### src/fpa_pkg.sv
// shared types, codes and saturation helpers for the fixed-point alu
`default_nettype none
package fpa_pkg;

    // operation codes carried in the mode field
    typedef enum logic [3:0] {
        MODE_ADD      = 4'd0,
        MODE_SUB      = 4'd1,
        MODE_MUL      = 4'd2,
        MODE_DIV      = 4'd3,
        MODE_GT       = 4'd4,
        MODE_LT       = 4'd5,
        MODE_GE       = 4'd6,
        MODE_LE       = 4'd7,
        MODE_EQ       = 4'd8,
        MODE_NE       = 4'd9,
        MODE_MIN      = 4'd10,
        MODE_MAX      = 4'd11,
        MODE_INC      = 4'd12,
        MODE_DEC      = 4'd13,
        MODE_FROM_INT = 4'd14,
        MODE_TO_INT   = 4'd15
    } mode_t;

    // result status codes
    typedef enum logic [1:0] {
        ST_OK   = 2'd0,
        ST_OVF  = 2'd1,
        ST_DIVZ = 2'd2
    } status_t;

    // work still pending for an item inside the execution pipeline
    typedef enum logic [1:0] {
        CLS_DONE = 2'd0,
        CLS_MUL  = 2'd1,
        CLS_DIV  = 2'd2
    } cls_t;

    // one classified operation as queued between front and back
    typedef struct packed {
        mode_t       mode;
        logic [31:0] a;
        logic [31:0] b;
    } item_t;

    // per-stage payload of the execution pipeline
    typedef struct packed {
        cls_t        cls;
        logic        neg;
        logic [31:0] res;
        status_t     st;
        logic [63:0] acc;
        logic [32:0] rem;
        logic [31:0] den;
    } stage_t;

    typedef struct packed {
        logic [31:0] res;
        status_t     st;
    } sat_t;

    // saturate a magnitude with sign to a word of ww bits
    function automatic sat_t sat_mag(logic [63:0] mag, logic neg, int unsigned ww);
        logic [63:0] hi;
        logic [63:0] lim;
        logic [63:0] val;
        sat_t        r;
        hi  = (64'd1 << (ww - 1)) - 64'd1;
        lim = neg ? hi + 64'd1 : hi;
        r.st = ST_OK;
        if (mag > lim) begin
            r.st = ST_OVF;
            val  = neg ? (~hi) : hi;
        end else begin
            val = neg ? (64'd0 - mag) : mag;
        end
        r.res = val[31:0];
        return r;
    endfunction

    // clamp a signed value to a word of ww bits
    function automatic sat_t clamp_s(logic signed [63:0] v, int unsigned ww);
        logic signed [63:0] hi;
        logic signed [63:0] lo;
        logic signed [63:0] val;
        sat_t               r;
        hi   = $signed((64'd1 << (ww - 1)) - 64'd1);
        lo   = ~hi;
        r.st = ST_OK;
        val  = v;
        if (v > hi) begin
            r.st = ST_OVF;
            val  = hi;
        end else if (v < lo) begin
            r.st = ST_OVF;
            val  = lo;
        end
        r.res = val[31:0];
        return r;
    endfunction

endpackage
`default_nettype wire

### src/fpa_front.sv
// front stage: accepts transactions, trims operands to the word width
`default_nettype none
module fpa_front #(
    parameter int DATA_WIDTH = 32
) (
    input  wire logic          aclk,
    input  wire logic          aresetn,
    input  wire logic          s_tvalid,
    output logic               s_tready,
    input  wire logic [71:0]   s_tdata,
    input  wire logic          q_full,
    output logic               q_push,
    output fpa_pkg::item_t     q_item
);
    localparam int WORD_W = (DATA_WIDTH > 32) ? 32 : DATA_WIDTH;
    localparam int PAD    = 32 - WORD_W;

    logic           vld_reg;
    fpa_pkg::item_t item_reg;
    fpa_pkg::item_t item_next;
    logic           acc_in;

    assign q_push   = vld_reg && !q_full;
    assign s_tready = !vld_reg || !q_full;
    assign acc_in   = s_tvalid && s_tready;
    assign q_item   = item_reg;

    // decode mode and sign-extend the low word bits of each operand
    always_comb begin
        item_next.mode = fpa_pkg::mode_t'(s_tdata[3:0]);
        item_next.a    = 32'($signed(s_tdata[35:4] << PAD) >>> PAD);
        item_next.b    = 32'($signed(s_tdata[67:36] << PAD) >>> PAD);
    end

    // holding register valid
    always_ff @(posedge aclk) begin
        if (!aresetn) begin
            vld_reg <= 1'b0;
        end else if (acc_in) begin
            vld_reg <= 1'b1;
        end else if (q_push) begin
            vld_reg <= 1'b0;
        end
    end

    // holding register payload
    always_ff @(posedge aclk) begin
        if (acc_in) begin
            item_reg <= item_next;
        end
    end

endmodule
`default_nettype wire

### config.mk
export PLATFORM = sky130hd
export DESIGN_NAME = fpa_front
export DESIGN_NICKNAME = d
export VERILOG_FILES = /design/src/fpa_pkg.sv /design/src/fpa_front.sv
export SDC_FILE = /design/constraint.sdc
export NUM_CORES = 1
export LEC_CHECK = 0
export BUFFER_PORTS_ARGS = -buffer_cell sky130_fd_sc_hd__buf_2
export CORE_MARGIN = 4
export CORE_UTILIZATION = 43
export DETAILED_ROUTE_END_ITERATION = 6
export PLACE_DENSITY = 0.83
export SYNTH_ARGS = -nofsm -noshare
export SYNTH_HDL_FRONTEND = slang
export SYNTH_SLANG_ARGS = --single-unit
### constraint.sdc
create_clock -name aclk -period 6.8 [get_ports aclk]
set_clock_uncertainty 0.15 [all_clocks]
set_input_delay 0.34 -clock aclk [delete_from_list [all_inputs] [get_ports aclk]]
set_output_delay 0.34 -clock aclk [all_outputs]
set_load 0.02 [all_outputs]
==> impl_metrics.ini <==
[worst_setup_path]
crit_family = simple AND/OR/NAND/NOR gates
cp_max_fo = 39
cp.required_ps = 6630
critPathLaunchType = register
cp.arrival_ps = 1930
crit_chain = nand2_1, and2_2, buf_4
max_stage_delay_ps = 600
path_class = reg2reg
critPathBufInv = 1
worstSetupEndpointType = register
reg2reg_slack_ps = 4690
critPathSlowestCell = and2_2

[detailed_routing]
wirelength_um = 6184
num_vias = 1506
wl_per_cell_um = 18.51
vias_per_cell = 4.509
drc = 0
first_iter_violations = 89
drt-pass1-iter-count = 3
detail-route-antenna-nets = 0

[logic_synthesis]
synth_nets = 150
netlist.area_leader.share = 0.9761
syn_area_sq_um = 2092
synth_adder_area_share = 0
synth_compound_area_frac = 0.002392
synthSimpleGateAreaFrac = 0.01196
synthXorXnorAreaFrac = 0
ys_seq_area_frac = 0.9856
yosys_warnings = 0
synth_top_family_by_area = simple AND/OR/NAND/NOR gates
synthCells = 74
ys_ff_latch = 69
synth.area.mux_share = 0
syn-mean-instance-area_sq_um = 28.27
synth_area_leaders = edfxtp_1 (98%), dfxtp_1 (0.96%), and2b_2 (0.42%)
yosysTopAreaCell = edfxtp_1
ys_types = 7

[sta]
finalSetupViolations = 0
whs_ps = 26.57
timing.final.hold_violations = 0
relSlewSlack = 0.5464
timing.fmax_mhz = 475.0
tightest_slew_ps = 680.4
finalCritPeriodShare = 0.3096
finalCriticalPeriod_ps = 2105
rsz0062_at_grt = false
finalSetupTns_ps = 0
slew_violations = 0

[run]
cap_violations = 0

[die]
num_rows = 25
ios = 146
core_area_sq_um = 4723
die_h_um = 77.75
dieArea_sq_um = 6045
die_x_um = 77.75
start_util = 0.4429

[finish]
drive_gt1_frac = 0.5955
finalInstanceArea_sq_um = 3455
nets = 338
final_core_util = 0.7314
syn2layout_area_growth_pct = 65.13
largest_register_ffs = 68
antennaDiodeCount = 0
final_cells = 334

[clock_network]
cts_tree = yes
htree_num_levels = 3
cts_buffers = 9
path_clk_slew_ps = 80
clk_path_buf_depth = 2
clock_latency_ps = 340
cts_num_sinks = 69
cts-root-buf = clkbuf_8

[pwr]
pwr-share-comb = 0.109
power_density_nw_per_um2 = 280.4
pwr-share-seq = 0.520
p_leak_uw = 0.001492
ir_drop_mv = 0.3252
p_switching_uw = 223.5
clock_power_share = 0.372
p_sw_frac = 0.2307
p_int_uw = 745.3

[grt]
grt_max_degree = 40
grt_pass1_vias = 1471
gr-total-overflow = 0
grt_pass1_wl_um = 7265
track_usage = 0.1740
antenna_found_initial = 0

[placement]
dp_cells = 283
gp_congestion = 0.7410
portBuffers = 141
dpl_cell_area_sq_um = 2890

[status]
outcome = complete, no violations

[hold_path]
holdCritPathClass = in2reg
[metal layers]
metal,global-route usage,part of all wire,up-vias
met5,0,0,-
met4,0.09964,0.031,0
met3,0.1404,0.13,18
met2,0.2937,0.53,86
met1,0.1339,0.31,729
li1,-,-,673
[power groups by stage]
stage	combinational (uW)	sequential [uW]	clock, uW
2_1_floorplan	8.96	545	0
3_3_place_gp	85.5	511	0
3_5_place_dp	88.3	512	0
4_1_cts	88.5	503	362
5_1_grt	111	506	392
6_report	105	504	360
[worst paths after layout]
path,endpoint,start,cells after the start
setup / recovery,q_item[25],vld_reg,3
hold / removal,q_item[20],s_tdata[56],1
setup reg to reg,q_item[25],vld_reg,3
hold reg to reg,vld_reg,vld_reg,2
[kinds of logic (layout without fill, tap and decap cells)]
logic type / after synthesis / after routing
compound gates: 1 / 1
simple gates: 4 / 4
flops: 69 / 69
buf+inv: 0 / 193
[cell usage in the layout, fill, tap and decap left out]
cell and instances:
a21oi_1 1, dlygate4sd3_1 35, clkinv_4 1, clkinv_1 1, and2_2 1, nor2b_1 1, and2b_2 1, buf_4 1
dfxtp_1 1, buf_2 141, edfxtp_1 68, nand2_1 1, bufinv_16 2, clkinv_2 2, clkbuf_8 9, clkinvlp_4 1
[cells in the mapped netlist (all sizes together)]
cell,instances
edfxtp,68
a21oi,1
and2,1
and2b,1
dfxtp,1
nand2,1
nor2b,1
[through the flow]
step	setup slack, ps	power, uW
after CTS	4707	953.6
after global placement	4639	596.2
final	4695	968.8
after global routing	4560	1009
after floorplan	4054	554.1
after detailed placement	4570	600.6
[timing repair]
item,in CTS,in global routing
buffers inserted,0,0
endpoints found under the hold margin,0,35
gates resized for setup,0,0
hold buffers,0,35
[layout make-up]
class | count | area (sq um)
fillers | 281 | 1269
clock buffers | 9 | 123.9
multi-input cells | 5 | 31.28
well taps | 67 | 83.83
repair buffers | 177 | 1064
clock inverters | 7 | 90.09
flip-flops and latches | 69 | 2062
[worst reg2reg max path: stages, from the launching register on]
cell and delay, ps:
dfxtp_1 340, nand2_1 80, and2_2 600, buf_4 560
No activity file was read; power rests on OpenSTA's default activity.
