<file path="src/fpa_pkg.sv">
// shared types, codes and saturation helpers for the fixed-point alu
`default_nettype none
package fpa_pkg;

    // operation codes carried in the mode field
    typedef enum logic [3:0] {
        MODE_ADD      = 4'd0,
        MODE_SUB      = 4'd1,
        MODE_MUL      = 4'd2,
        MODE_DIV      = 4'd3,
        MODE_GT       = 4'd4,
        MODE_LT       = 4'd5,
        MODE_GE       = 4'd6,
        MODE_LE       = 4'd7,
        MODE_EQ       = 4'd8,
        MODE_NE       = 4'd9,
        MODE_MIN      = 4'd10,
        MODE_MAX      = 4'd11,
        MODE_INC      = 4'd12,
        MODE_DEC      = 4'd13,
        MODE_FROM_INT = 4'd14,
        MODE_TO_INT   = 4'd15
    } mode_t;

    // result status codes
    typedef enum logic [1:0] {
        ST_OK   = 2'd0,
        ST_OVF  = 2'd1,
        ST_DIVZ = 2'd2
    } status_t;

    // work still pending for an item inside the execution pipeline
    typedef enum logic [1:0] {
        CLS_DONE = 2'd0,
        CLS_MUL  = 2'd1,
        CLS_DIV  = 2'd2
    } cls_t;

    // one classified operation as queued between front and back
    typedef struct packed {
        mode_t       mode;
        logic [31:0] a;
        logic [31:0] b;
    } item_t;

    // per-stage payload of the execution pipeline
    typedef struct packed {
        cls_t        cls;
        logic        neg;
        logic [31:0] res;
        status_t     st;
        logic [63:0] acc;
        logic [32:0] rem;
        logic [31:0] den;
    } stage_t;

    typedef struct packed {
        logic [31:0] res;
        status_t     st;
    } sat_t;

    // saturate a magnitude with sign to a word of ww bits
    function automatic sat_t sat_mag(logic [63:0] mag, logic neg, int unsigned ww);
        logic [63:0] hi;
        logic [63:0] lim;
        logic [63:0] val;
        sat_t        r;
        hi  = (64'd1 << (ww - 1)) - 64'd1;
        lim = neg ? hi + 64'd1 : hi;
        r.st = ST_OK;
        if (mag > lim) begin
            r.st = ST_OVF;
            val  = neg ? (~hi) : hi;
        end else begin
            val = neg ? (64'd0 - mag) : mag;
        end
        r.res = val[31:0];
        return r;
    endfunction

    // clamp a signed value to a word of ww bits
    function automatic sat_t clamp_s(logic signed [63:0] v, int unsigned ww);
        logic signed [63:0] hi;
        logic signed [63:0] lo;
        logic signed [63:0] val;
        sat_t               r;
        hi   = $signed((64'd1 << (ww - 1)) - 64'd1);
        lo   = ~hi;
        r.st = ST_OK;
        val  = v;
        if (v > hi) begin
            r.st = ST_OVF;
            val  = hi;
        end else if (v < lo) begin
            r.st = ST_OVF;
            val  = lo;
        end
        r.res = val[31:0];
        return r;
    endfunction

endpackage
`default_nettype wire

</file>
<file path="src/fpa_queue.sv">
// small queue of classified operations between front and back
`default_nettype none
module fpa_queue (
    input  wire logic           aclk,
    input  wire logic           aresetn,
    input  wire logic           push,
    input  fpa_pkg::item_t      push_item,
    output logic                full,
    input  wire logic           pop,
    output logic                not_empty,
    output fpa_pkg::item_t      head
);
    localparam int DEPTH = 4;

    fpa_pkg::item_t mem_reg [DEPTH];
    logic [1:0]     wr_ptr_reg;
    logic [1:0]     rd_ptr_reg;
    logic [2:0]     count_reg;

    assign full      = (count_reg == 3'(DEPTH));
    assign not_empty = (count_reg != 3'd0);
    assign head      = mem_reg[rd_ptr_reg];

    // pointers and fill count
    always_ff @(posedge aclk) begin
        if (!aresetn) begin
            wr_ptr_reg <= 2'd0;
            rd_ptr_reg <= 2'd0;
            count_reg  <= 3'd0;
        end else begin
            if (push) begin
                wr_ptr_reg <= wr_ptr_reg + 2'd1;
            end
            if (pop) begin
                rd_ptr_reg <= rd_ptr_reg + 2'd1;
            end
            if (push && !pop) begin
                count_reg <= count_reg + 3'd1;
            end else if (pop && !push) begin
                count_reg <= count_reg - 3'd1;
            end
        end
    end

    // entry storage
    always_ff @(posedge aclk) begin
        if (push) begin
            mem_reg[wr_ptr_reg] <= push_item;
        end
    end

    // no write into a full queue unless it is read as well, no read from an empty one
    a_no_overflow: assert property (@(posedge aclk) disable iff (!aresetn)
        full |-> !push || pop) else $error("queue written while full");
    a_no_underflow: assert property (@(posedge aclk) disable iff (!aresetn)
        pop |-> not_empty) else $error("queue read while empty");
    a_count_bound: assert property (@(posedge aclk) disable iff (!aresetn)
        count_reg <= 3'(DEPTH)) else $error("queue count out of range");

endmodule
`default_nettype wire

</file>
<file path="config.mk">
export PLATFORM = sky130hd
export DESIGN_NAME = fpa_queue
export DESIGN_NICKNAME = d
export VERILOG_FILES = /design/src/fpa_pkg.sv /design/src/fpa_queue.sv
export SDC_FILE = /design/constraint.sdc
export NUM_CORES = 1
export LEC_CHECK = 0
export ABC_AREA = 1
export BUFFER_PORTS_ARGS = -buffer_cell sky130_fd_sc_hd__buf_2
export CAP_MARGIN = 10
export CORE_AREA = 2 2 139 141
export CTS_CLUSTER_DIAMETER = 50
export DETAILED_ROUTE_END_ITERATION = 16
export DIE_AREA = 0 0 141 143
export GPL_TIMING_DRIVEN = 0
export PLACE_DENSITY = 0.84
export SYNTH_ARGS = -nofsm -noshare
export SYNTH_HDL_FRONTEND = slang
export SYNTH_SLANG_ARGS = --single-unit
</file>
<file path="constraint.sdc">
create_clock -name aclk -period 2.9 [get_ports aclk]
set_input_delay 0.29 -clock aclk [delete_from_list [all_inputs] [get_ports aclk]]
set_output_delay 0.29 -clock aclk [all_outputs]
set_load 0.02 [all_outputs]
</file>
==> results of run 1 <==
per-stage QoR:
step           utilization [%]  setup slack (ns)
2_1_floorplan                -             0.569
3_3_place_gp              61.9            -0.439
3_5_place_dp              62.4              1.01
4_1_cts                   70.6             0.431
5_1_grt                   70.6             0.333
6_report                  70.6             0.406
worst paths after layout:
| kind | depth (start not counted) | slack (ns) | end | start |
|---|---|---|---|---|
| setup / recovery | 5 | 0.41 | head[9] | register |
| hold / removal | 1 | 0.01 | mem_reg[1][29] | push_item[29] |
| setup reg to reg | 5 | 1.10 | mem_reg[1][67] | wr_ptr_reg[1] |
| hold reg to reg | 1 | 0.46 | rd_ptr_reg[1] | rd_ptr_reg[1] |
cell type report:
cell class,instances,share of cell area [%]
sequential,281,63.6
multi-input combinational,375,13.9
timing repair buffer,212,11.2
clock buffer,30,5.24
tap,234,2.23
buffer,43,2.01
clock inverter,17,1.18
inverter,17,0.601
antenna,2,0.0381
logic make-up (layout without fill, tap and decap cells):
group | after synthesis | after routing | synth area share (%)
AO/OA/AOI/OAI | 214 | 214 | 11.0
adder cells (fa/ha/maj) | 6 | 6 | 0.786
buffers and inverters | 60 | 319 | 3.17
flip-flops | 281 | 281 | 79.5
other | 0 | 2 | 0
AND/OR/NAND/NOR | 155 | 155 | 5.59
cell usage in the layout (no fill, tap or decap):
cell | netlist | layout
sky130_fd_sc_hd__nor2_1 | 142 | 142
sky130_fd_sc_hd__buf_16 | 0 | 1
sky130_fd_sc_hd__nand3_1 | 1 | 1
sky130_fd_sc_hd__clkinv_2 | 0 | 6
sky130_fd_sc_hd__diode_2 | 0 | 2
sky130_fd_sc_hd__clkbuf_2 | 9 | 9
sky130_fd_sc_hd__nand4_1 | 1 | 1
sky130_fd_sc_hd__bufinv_16 | 0 | 3
sky130_fd_sc_hd__clkbuf_16 | 0 | 27
sky130_fd_sc_hd__inv_6 | 1 | 2
sky130_fd_sc_hd__clkbuf_4 | 2 | 2
sky130_fd_sc_hd__inv_4 | 0 | 4
sky130_fd_sc_hd__buf_6 | 9 | 9
sky130_fd_sc_hd__o21ai_0 | 137 | 137
sky130_fd_sc_hd__clkinv_1 | 0 | 7
sky130_fd_sc_hd__nand2_1 | 10 | 10
sky130_fd_sc_hd__dfxtp_1 | 9 | 9
sky130_fd_sc_hd__buf_2 | 13 | 154
sky130_fd_sc_hd__a21oi_1 | 4 | 4
sky130_fd_sc_hd__edfxtp_1 | 272 | 272
sky130_fd_sc_hd__clkbuf_1 | 10 | 13
sky130_fd_sc_hd__o22ai_1 | 68 | 68
sky130_fd_sc_hd__ha_1 | 5 | 5
sky130_fd_sc_hd__o21ai_1 | 5 | 5
sky130_fd_sc_hd__fa_1 | 1 | 1
sky130_fd_sc_hd__inv_1 | 15 | 11
sky130_fd_sc_hd__buf_12 | 0 | 3
sky130_fd_sc_hd__dlygate4sd3_1 | 0 | 67
sky130_fd_sc_hd__nor3_1 | 1 | 1
sky130_fd_sc_hd__inv_2 | 1 | 1
layer usage:
metal  global-route usage, %  share of wire (%)
met4                    7.53                2.5
met3                    3.76                7.3
met2                    40.2                 52
met5                       0                  0
met1                    29.3                 39
power breakdown:
group          leakage, nW  switching, mW  internal (mW)
sequential            2.57         0.0432           4.64
clock                0.418           1.37           1.96
combinational         1.74          0.686          0.352
==> impl_summary.log, run 1 <==
[metrics] fraction of synthesis flops using an asynchronous set or reset pin: 0%
[metrics] total of cells resized after clock tree synthesis: 0
[metrics] area used by sequential logic in the layout: 8350 um2
[metrics] total area of multi-input combinational cells: 1830 um2
[metrics] top cells by count, synth: sky130_fd_sc_hd__edfxtp_1 (272), sky130_fd_sc_hd__nor2_1 (142), sky130_fd_sc_hd__o21ai_0 (137), sky130_fd_sc_hd__o22ai_1 (68), sky130_fd_sc_hd__inv_1 (15)
[metrics] main area contributors after synthesis: sky130_fd_sc_hd__edfxtp_1 (78%), sky130_fd_sc_hd__o21ai_0 (6.5%), sky130_fd_sc_hd__nor2_1 (5.1%), sky130_fd_sc_hd__o22ai_1 (4.0%), sky130_fd_sc_hd__dfxtp_1 (1.7%)
[metrics] max-cap viol count: 0
[metrics] die footprint: 20200 um2
[metrics] clock tree from TritonCTS: built
[metrics] Final nets: 1035
[metrics] first-pass GRT wire length: 35.6 mm
[metrics] total power of the final layout: 9.04 mW
[metrics] critical path peak fanout: 10
[metrics] mean area per synthesized cell: 14.7 um2
[metrics] root cell of the clock tree: sky130_fd_sc_hd__clkbuf_16
[metrics] Synth Instances: 716
[metrics] Synth Warn #: 0
[metrics] number of port buffers: 141
[metrics] number of buffers inserted by post-CTS setup repair: 0
[metrics] critical path, cell by cell: inv_2 -> clkbuf_1 -> o21ai_0 -> o22ai_1 -> buf_2
[metrics] cell area after synthesis: 10500 um2
[metrics] outcome: finished, final reports clean
[metrics] flip-flop count of the largest register, all copies and words added: 272
[metrics] maximum clock insertion buffer count: 3
[metrics] clock latency on the worst-skew pair: 0.51 ns
[metrics] number of max-slew violations in the final report: 0
[metrics] Hold Slack: 0.0141 ns
[metrics] aggregate negative setup slack: 0 ns
[metrics] fill count: 1124
[metrics] RSZ-0062 raised after global routing: false
[metrics] share of cells above drive strength 1: 22.7%
[metrics] final std cell area, no fill: 13100 um2
[metrics] longest individual stage delay on the worst path: 0.42 ns
[metrics] final weighted congestion in routability-driven placement: 0.769
[metrics] endpoint kind of the worst setup timing path: primary output
[metrics] synth unique cells: 21
[metrics] Detailed Route WL: 23.0 mm
[metrics] worst-path cell with the longest stage delay: sky130_fd_sc_hd__dfxtp_1
[metrics] synthesis-stage register bit count: 281
[metrics] post-route minimum period: 2.49 ns
[metrics] share of the clock period used by the worst path after layout: 86.0%
[metrics] number of buffers created by CTS: 27
[metrics] path type of the worst setup path: reg2out
[metrics] post-DR wirelength/cell: 19.0 um
[metrics] number of enable-type register cells in the synthesized netlist: 272
[metrics] dpl hpwl: 13.0 mm
[metrics] total power density per cell area: 689 nW/um2
[metrics] final hold violation count: 0
[metrics] transition time at the pin with the least slew margin: 0.532 ns
[metrics] peak clock frequency supported by timing: 0.401 GHz
[metrics] number of violations reported at the end of detailed-routing iteration 0: 461
[metrics] Synth-to-Final Area Change: 24.9%
[metrics] vias in the first global route: 6970
[metrics] Synth area leader: sky130_fd_sc_hd__edfxtp_1
[metrics] total via count after detailed routing: 6791
[metrics] Buffers & Inverters on Critical Path: 3
[metrics] num rows: 50
[metrics] Core Footprint: 18600 um2
[metrics] global-route congestion overflow total: 0
[metrics] total nets after synthesis: 794
[metrics] CTS sink count: 281
[metrics] Synth Flop Type: sky130_fd_sc_hd__edfxtp_1
[metrics] initial antenna violation count: 1
[metrics] largest vdd supply drop: 0.000597 V
[metrics] area share of the largest cell type after synthesis: 77.7%
[metrics] startpoint type of the worst setup path: register
[metrics] Die Span X: 141 um
[metrics] Max H-tree Level: 1
[metrics] initial standard-cell utilization of the core: 56.5%
[metrics] Hold Path Class: in2reg
[metrics] worst setup skew after layout: 0.00902 ns
[metrics] final std cells w/o fill: 1211
[metrics] leak pwr: 4.73 nW
[metrics] family with the most delay on the worst path: buffers and inverters
[metrics] Clock transition at path regs: 0.06 ns
[metrics] relative slew slack: 64.5%
[metrics] Placed Cells: 1095
[metrics] count of hold-fix buffers inserted at cts: 67
[metrics] required time at the endpoint of the critical path: 2.61 ns
[metrics] maximum number of pins on one net before global-route repair: 40
[metrics] final setup violation count: 0
[metrics] First-pass DRT Iterations: 5
[metrics] post-synthesis sequential area ratio: 79.5%
[metrics] I/O pin total: 142
[metrics] most frequent cell after synthesis: sky130_fd_sc_hd__edfxtp_1
[metrics] die height: 143 um
[metrics] antenna violation net count after detailed routing: 0
[metrics] detailed-route vias per instance: 5.61
[metrics] remaining routing DRC violations: 0
[metrics] placed cell area: 11600 um2
[metrics] Critical Path AT: 2.20 ns
[metrics] global router's overall resource usage: 22.8%
Power figures use the tool's default switching activity.
==> run 2: changes to the inputs <==
--- a/config.mk
+++ b/config.mk
@@ -8,12 +8,14 @@
 export ABC_AREA = 1
 export BUFFER_PORTS_ARGS = -buffer_cell sky130_fd_sc_hd__buf_2
 export CAP_MARGIN = 10
-export CORE_AREA = 2 2 139 141
+export CELL_PAD_IN_SITES_DETAIL_PLACEMENT = 1
+export CELL_PAD_IN_SITES_GLOBAL_PLACEMENT = 2
+export CORE_AREA = 2 2 166 168
 export CTS_CLUSTER_DIAMETER = 50
 export DETAILED_ROUTE_END_ITERATION = 16
-export DIE_AREA = 0 0 141 143
+export DIE_AREA = 0 0 168 170
 export GPL_TIMING_DRIVEN = 0
-export PLACE_DENSITY = 0.84
+export PLACE_DENSITY = 0.83
 export SYNTH_ARGS = -nofsm -noshare
 export SYNTH_HDL_FRONTEND = slang
 export SYNTH_SLANG_ARGS = --single-unit
==> constraint.sdc (replaced) <==
create_clock -name aclk -period 2.36 [get_ports aclk]
set_input_delay 0.236 -clock aclk [delete_from_list [all_inputs] [get_ports aclk]]
set_output_delay 0.236 -clock aclk [all_outputs]
set_load 0.02 [all_outputs]
==> run 2 against run 1 <==
Net effect:
- total power rose by 30%
- critical path depth rose by 1
- first-iteration DRC count fell by 26%
- setup slack got worse by 0.30 ns
- clock power rose by 42%
- final area rose by 2.8%
- register-to-register slack got worse by 0.51 ns
- non-clock buffer count rose by 2
- utilization fell by 20 points
- critical endpoint is now head[3]
- largest power group unchanged
==> impl_summary.log, run 2 (synthesized netlist as in run 1, its figures left out) <==
[metrics] Final nets: 1041 (+0.58%)
[metrics] max-cap viol count: 0 (unchanged)
[metrics] total power density per cell area: 873 nW/um2 (+27%)
[metrics] number of max-slew violations in the final report: 0 (unchanged)
[metrics] die footprint: 28600 um2 (+42%)
[metrics] leak pwr: 4.85 nW (+2.4%)
[metrics] Clock transition at path regs: 0.06 ns (about the same)
[metrics] clock tree from TritonCTS: built
[metrics] metal3 WL: 1.16 mm (-31%)
[metrics] total via count after detailed routing: 6823 (+0.47%)
[metrics] reported net switching power: 2.80 mW (+33%)
[metrics] Worst R2R Path Depth: 5 (unchanged)
[metrics] fraction of power spent switching nets: 23.8% (+0.58 points)
[metrics] Detailed Route WL: 26.4 mm (+15%)
[metrics] I/O pin total: 142 (unchanged)
[metrics] commonest non-fill, non-tap cells in the layout: sky130_fd_sc_hd__edfxtp_1 (272), sky130_fd_sc_hd__buf_2 (151), sky130_fd_sc_hd__nor2_1 (142), sky130_fd_sc_hd__o21ai_0 (137), sky130_fd_sc_hd__dlygate4sd3_1 (69)
[metrics] final weighted congestion in routability-driven placement: 0.685 (-11%)
[metrics] required time at the endpoint of the critical path: 2.12 ns (-0.49 ns)
[metrics] utilization after layout: 50.6% (-20 points)
[metrics] post-route minimum period: 2.25 ns
[metrics] longest individual stage delay on the worst path: 0.32 ns (-0.10 ns)
[metrics] number of buffers created by CTS: 31 (+15%)
[metrics] number of violations reported at the end of detailed-routing iteration 0: 340 (-26%)
[metrics] Core Footprint: 26700 um2 (+43%)
[metrics] startpoint type of the worst setup path: register
[metrics] share of the clock period used by the worst path after layout: 95.3%
[metrics] routed length on met2: 13.2 mm (+11%)
[metrics] worst-path cell with the longest stage delay: sky130_fd_sc_hd__dfxtp_1
[metrics] die height: 170 um (+19%)
[metrics] transition time at the pin with the least slew margin: 0.523 ns (-0.00832 ns)
[metrics] maximum clock insertion buffer count: 3 (unchanged)
[metrics] First-pass DRT Iterations: 4 (-1)
[metrics] most frequent standard cell in the layout excluding fill and tap cells: sky130_fd_sc_hd__edfxtp_1
[metrics] Hold Path Class: in2reg
[metrics] Die Span X: 168 um (+19%)
[metrics] share of cells above drive strength 1: 24.2% (+1.5 points)
[metrics] Reg-to-Reg End: mem_reg[2][32]
[metrics] sequential power share: 48.9% (-2.8 points)
[metrics] number of buffers inserted by post-CTS setup repair: 0 (unchanged)
[metrics] share of total power in the clock network: 40.1% (+3.3 points)
[metrics] RSZ-0062 raised after global routing: false
[metrics] final setup violation count: 0 (unchanged)
[metrics] critical path, cell by cell: buf_6 -> inv_6 -> clkbuf_2 -> o21ai_0 -> o22ai_1 -> buf_2
[metrics] path type of the worst setup path: reg2out
[metrics] Max H-tree Level: 1 (unchanged)
[metrics] part of the power in combinational logic: 11.1% (-0.4 points)
[metrics] R2R setup slack: 0.59 ns (-0.51 ns)
[metrics] first-pass GRT wire length: 40.6 mm (+14%)
[metrics] largest vdd supply drop: 0.000634 V (+6.2%)
[metrics] final hold violation count: 0 (unchanged)
[metrics] relative slew slack: 65.1% (+0.55 points)
[metrics] internal cell power: 8.98 mW (+29%)
[metrics] start of the worst register-to-register path: wr_ptr_reg[0]
[metrics] global-route congestion overflow total: 0 (unchanged)
[metrics] critical path peak fanout: 10 (unchanged)
[metrics] Hold Path Stages: 3 (+2)
[metrics] total power of the final layout: 11.8 mW (+30%)
[metrics] post-DR wirelength/cell: 19.9 um (+4.3%)
[metrics] vias in the first global route: 7355 (+5.5%)
[metrics] flip-flop count of the largest register, all copies and words added: 272 (unchanged)
[metrics] Synth-to-Final Area Change: 28.4%
[metrics] clock latency on the worst-skew pair: 0.54 ns (+0.03 ns)
[metrics] fill count: 2692 (+140%)
[metrics] initial standard-cell utilization of the core: 39.4% (-17 points)
[metrics] CTS sink count: 281 (unchanged)
[metrics] num rows: 60 (+20%)
[metrics] antenna violation net count after detailed routing: 0 (unchanged)
[metrics] root cell of the clock tree: sky130_fd_sc_hd__clkbuf_16
[metrics] number of port buffers: 141 (unchanged)
[metrics] Critical Path AT: 2.01 ns (-0.19 ns)
[metrics] outcome: finished, final reports clean
[metrics] dpl hpwl: 15.8 mm (+22%)
[metrics] Top Layer Used: met4
[metrics] detailed-routing wirelength on met1: 11.5 mm (+29%)
[metrics] initial antenna violation count: 0 (-1)
[metrics] endpoint kind of the worst setup timing path: primary output
[metrics] hold endpoint: wr_ptr_reg[1]
[metrics] peak clock frequency supported by timing: 0.445 GHz
[metrics] worst setup skew after layout: 0.00608 ns (-0.00294 ns)
[metrics] remaining routing DRC violations: 0 (unchanged)
[metrics] startpoint of the tightest hold check path: push
[metrics] global router's overall resource usage: 18.5% (-4.4 points)
[metrics] maximum number of pins on one net before global-route repair: 57 (+43%)
[metrics] detailed-route vias per instance: 5.13 (-8.4%)
[run 2: cell types whose count changed in the layout (fill, tap and decap cells not counted), sizes merged, moves of 2 or more]
cell	previous run	this run
clkbuf	51	59
buf	167	164
clkinvlp	0	2
dlygate4sd3	67	69
[run 2: final cells by class]
cell class	count	area (um2)	share of cell area [%]
diodes	1	2.50	0.0185
repair buffers	214	1510	11.2
flip-flops and latches	281	8350	61.9
inverters	17	78.8	0.584
multi-input cells	375	1830	13.6
clock buffers	35	791	5.86
plain buffers	43	285	2.11
clock inverters	22	219	1.62
well taps	341	427	3.16
[run 2: power by group through the flow]
stage	registers (mW)	logic (mW)	clock network [mW]
2_1_floorplan	5.85	0.687	0
3_3_place_gp	5.87	1.17	0
3_5_place_dp	5.86	1.22	0
4_1_cts	5.76	1.32	4.82
5_1_grt	5.77	1.43	4.99
6_report	5.76	1.31	4.72
[run 2: worst max path at each step]
stage                             start        endpoint  slack [ns]  cells after the start
after global placement    wr_ptr_reg[0]  mem_reg[0][40]       -1.18                      4
after CTS                      register        head[15]        0.03                      6
after floorplan           wr_ptr_reg[0]   mem_reg[2][0]        0.03                      4
after detailed placement       register         head[2]        0.39                      4
after global routing           register        head[36]       0.008                      6
final                          register         head[3]        0.11                      6
[run 2: through the flow]
stage               instance area, um2  TNS (ns)  hold slack, ns  instances  setup slack, ns
floorplan                        10500         0           0.335        716           0.0290
global placement                 11600   -299.53           0.429       1198            -1.18
detailed placement               11800         0           0.448       1202            0.390
CTS                              13500         0          0.0294       1328           0.0269
global route                     13500         0          0.0652       1328          0.00775
finish                           13500         0          0.0522       1329            0.110
[run 2: layer usage]
| metal | track usage (%) | up-vias |
|---|---|---|
| li1 | - | 3196 |
| met1 | 23.7 | 3412 |
| met2 | 32.8 | 171 |
| met3 | 2.77 | 44 |
| met4 | 5.18 | 0 |
| met5 | 0 | - |
[run 2: timing repair]
action / in CTS / in global routing
gates resized for setup: 10 / 6
endpoints found under the hold margin: 276 / 0
endpoints found under the setup margin: 37 / 10
hold buffers: 69 / 0
[run 2: worst max-delay path, delay by kind of cell, from the launching register on]
| kind | cells | cell delay [ns] |
|---|---|---|
| DFF | 1 | 0.32 |
| AOI/OAI and AO/OA | 2 | 0.38 |
| buffers and inverters | 4 | 0.77 |
==> run 3: changes to the inputs <==
--- a/config.mk
+++ b/config.mk
@@ -15,6 +15,7 @@
 export DETAILED_ROUTE_END_ITERATION = 16
 export DIE_AREA = 0 0 168 170
 export GPL_TIMING_DRIVEN = 0
+export MAX_ROUTING_LAYER = met4
 export PLACE_DENSITY = 0.83
 export SYNTH_ARGS = -nofsm -noshare
 export SYNTH_HDL_FRONTEND = slang
==> run 3 against run 2 <==
Net effect:
- fmax up 0.83%
- die area unchanged
- worst hold slack better by 0.0056 ns
- utilization unchanged
- sequential share of layout area unchanged
- highest routed layer unchanged
==> impl_summary.log, run 3 (synthesized netlist as in run 1, its figures left out) <==
[metrics] leak pwr: 4.85 nW (unchanged)
[metrics] remaining routing DRC violations: 0 (unchanged)
[metrics] Critical Path AT: 2.00 ns (about the same)
[metrics] vias in the first global route: 7361 (+0.082%)
[metrics] die footprint: 28600 um2 (unchanged)
[metrics] die height: 170 um (unchanged)
[metrics] part of the power in combinational logic: 11.1% (about the same)
[metrics] final setup violation count: 0 (unchanged)
[metrics] commonest non-fill, non-tap cells in the layout: sky130_fd_sc_hd__edfxtp_1 (272), sky130_fd_sc_hd__buf_2 (151), sky130_fd_sc_hd__nor2_1 (142), sky130_fd_sc_hd__o21ai_0 (137), sky130_fd_sc_hd__dlygate4sd3_1 (69)
[metrics] internal cell power: 8.98 mW (about the same)
[metrics] first-pass GRT wire length: 40.6 mm (about the same)
[metrics] path type of the worst setup path: reg2out
[metrics] Final nets: 1041 (unchanged)
[metrics] post-DR wirelength/cell: 19.8 um (-0.25%)
[metrics] RSZ-0062 raised after global routing: false
[metrics] max-cap viol count: 0 (unchanged)
[metrics] Core Footprint: 26700 um2 (unchanged)
[metrics] most frequent standard cell in the layout excluding fill and tap cells: sky130_fd_sc_hd__edfxtp_1
[metrics] number of port buffers: 141 (unchanged)
[metrics] required time at the endpoint of the critical path: 2.12 ns (about the same)
[metrics] Hold Path Class: in2reg
[metrics] longest individual stage delay on the worst path: 0.35 ns (+0.03 ns)
[metrics] Synth-to-Final Area Change: 28.4% (unchanged)
[metrics] share of cells above drive strength 1: 24.2% (unchanged)
[metrics] Placed Cells: 1202 (unchanged)
[metrics] First-pass DRT Iterations: 4 (unchanged)
[metrics] Clock transition at path regs: 0.06 ns (about the same)
[metrics] peak clock frequency supported by timing: 0.448 GHz (+0.83%)
[metrics] worst setup skew after layout: 0.00435 ns (-0.00173 ns)
[metrics] fraction of power spent switching nets: 23.8% (about the same)
[metrics] largest vdd supply drop: 0.000642 V (+1.2%)
[metrics] transition time at the pin with the least slew margin: 0.524 ns (+0.000156 ns)
[metrics] share of total power in the clock network: 40.0% (about the same)
[metrics] global router's overall resource usage: 19.0% (+0.57 points)
[metrics] worst-path cell with the longest stage delay: sky130_fd_sc_hd__dfxtp_1
[metrics] critical path, cell by cell: buf_6 -> inv_6 -> clkbuf_2 -> o21ai_0 -> o22ai_2 -> buf_2
[metrics] initial antenna violation count: 0 (unchanged)
[metrics] number of violations reported at the end of detailed-routing iteration 0: 388 (+14%)
[metrics] initial standard-cell utilization of the core: 39.4% (unchanged)
[metrics] final worst slack: 0.129 ns (+0.0184 ns)
[metrics] final weighted congestion in routability-driven placement: 0.692 (+1.0%)
[metrics] Hold Slack: 0.0579 ns (+0.00562 ns)
[metrics] Max H-tree Level: 1 (unchanged)
[metrics] endpoint kind of the worst setup timing path: primary output
[metrics] utilization after layout: 50.6% (unchanged)
[metrics] share of the clock period used by the worst path after layout: 94.5% (-0.78 points)
[metrics] num rows: 60 (unchanged)
[metrics] Buffers & Inverters on Critical Path: 4 (unchanged)
[metrics] total via count after detailed routing: 6772 (-0.75%)
[metrics] maximum number of pins on one net before global-route repair: 57 (unchanged)
[metrics] critical path peak fanout: 10 (unchanged)
[metrics] I/O pin total: 142 (unchanged)
[metrics] root cell of the clock tree: sky130_fd_sc_hd__clkbuf_16
[metrics] number of max-slew violations in the final report: 0 (unchanged)
[metrics] clock tree from TritonCTS: built
[metrics] final std cells w/o fill: 1329 (unchanged)
[metrics] relative slew slack: 65.1% (about the same)
[metrics] Detailed Route WL: 26.3 mm (-0.25%)
[metrics] CTS sink count: 281 (unchanged)
[metrics] antenna violation net count after detailed routing: 0 (unchanged)
[metrics] post-route minimum period: 2.23 ns (-0.0184 ns)
[metrics] clock latency on the worst-skew pair: 0.54 ns (about the same)
[metrics] sequential power share: 48.9% (about the same)
[metrics] outcome: finished, final reports clean
[metrics] dpl hpwl: 15.8 mm (unchanged)
[metrics] fill count: 2692 (unchanged)
[metrics] flip-flop count of the largest register, all copies and words added: 272 (unchanged)
[metrics] Post-Place Setup Slack: 0.390 ns (unchanged)
[metrics] Die Span X: 168 um (unchanged)
[metrics] reported net switching power: 2.80 mW (-0.11%)
[metrics] startpoint type of the worst setup path: register
[metrics] maximum clock insertion buffer count: 3 (unchanged)
[metrics] global-route congestion overflow total: 0 (unchanged)
[metrics] family with the most delay on the worst path: buffers and inverters
[metrics] detailed-route vias per instance: 5.10 (-0.75%)
[metrics] total power density per cell area: 873 nW/um2 (about the same)
[metrics] final hold violation count: 0 (unchanged)
[metrics] number of buffers created by CTS: 31 (unchanged)
## run 3: metal layers
layer | part of all wire (%) | up-vias | global-route usage (%)
met1 | 44 | 3371 | 23.8
met5 | 0 | - | -
met3 | 4.0 | 45 | 2.60
met4 | 2.0 | 0 | 5.18
li1 | - | 3197 | -
met2 | 50 | 159 | 32.8
## run 3: worst paths after layout
check	start	endpoint	slack (ns)	cells after the start
worst max register to register	wr_ptr_reg[0]	mem_reg[2][32]	0.61	5
worst max-delay path	register	head[15]	0.13	6
worst min register to register	rd_ptr_reg[1]	register	0.48	1
worst min-delay path	push	wr_ptr_reg[1]	0.06	3
## run 3: final cells by class
type	count	area (um2)	area share (%)
clock buffer	35	791	5.86
buffer	43	285	2.11
multi-input combinational	375	1830	13.6
sequential	281	8350	61.9
timing repair buffer	214	1510	11.2
antenna	1	2.50	0.0185
clock inverter	22	219	1.62
tap	341	427	3.16
inverter	17	78.8	0.584
## run 3: per-stage QoR
stage          TNS, ns  area (um2)  total power [mW]
2_1_floorplan        0       10500              6.54
3_3_place_gp   -299.53       11600              7.04
3_5_place_dp         0       11800              7.08
4_1_cts              0       13500              11.9
5_1_grt              0       13500              12.2
6_report             0       13500              11.8
## run 3: power by group through the flow
stage	sequential (mW)	clock (mW)	combinational (mW)
finish	5.76	4.72	1.30
global route	5.77	4.99	1.43
CTS	5.76	4.82	1.32
detailed placement	5.86	0	1.22
global placement	5.87	0	1.17
floorplan	5.85	0	0.687
## run 3: what timing repair did
action,in CTS,in global routing
endpoints found under the hold margin,276,0
resized for setup,10,6
pin swaps,0,0
buffers inserted,0,0
setup endpoints to repair,37,9
hold buffers,69,0
## run 3: worst min-delay path, stage by stage
cell and delay [ns]:
sky130_fd_sc_hd__buf_2 0.14, sky130_fd_sc_hd__inv_1 0.10, sky130_fd_sc_hd__a21oi_1 0.07
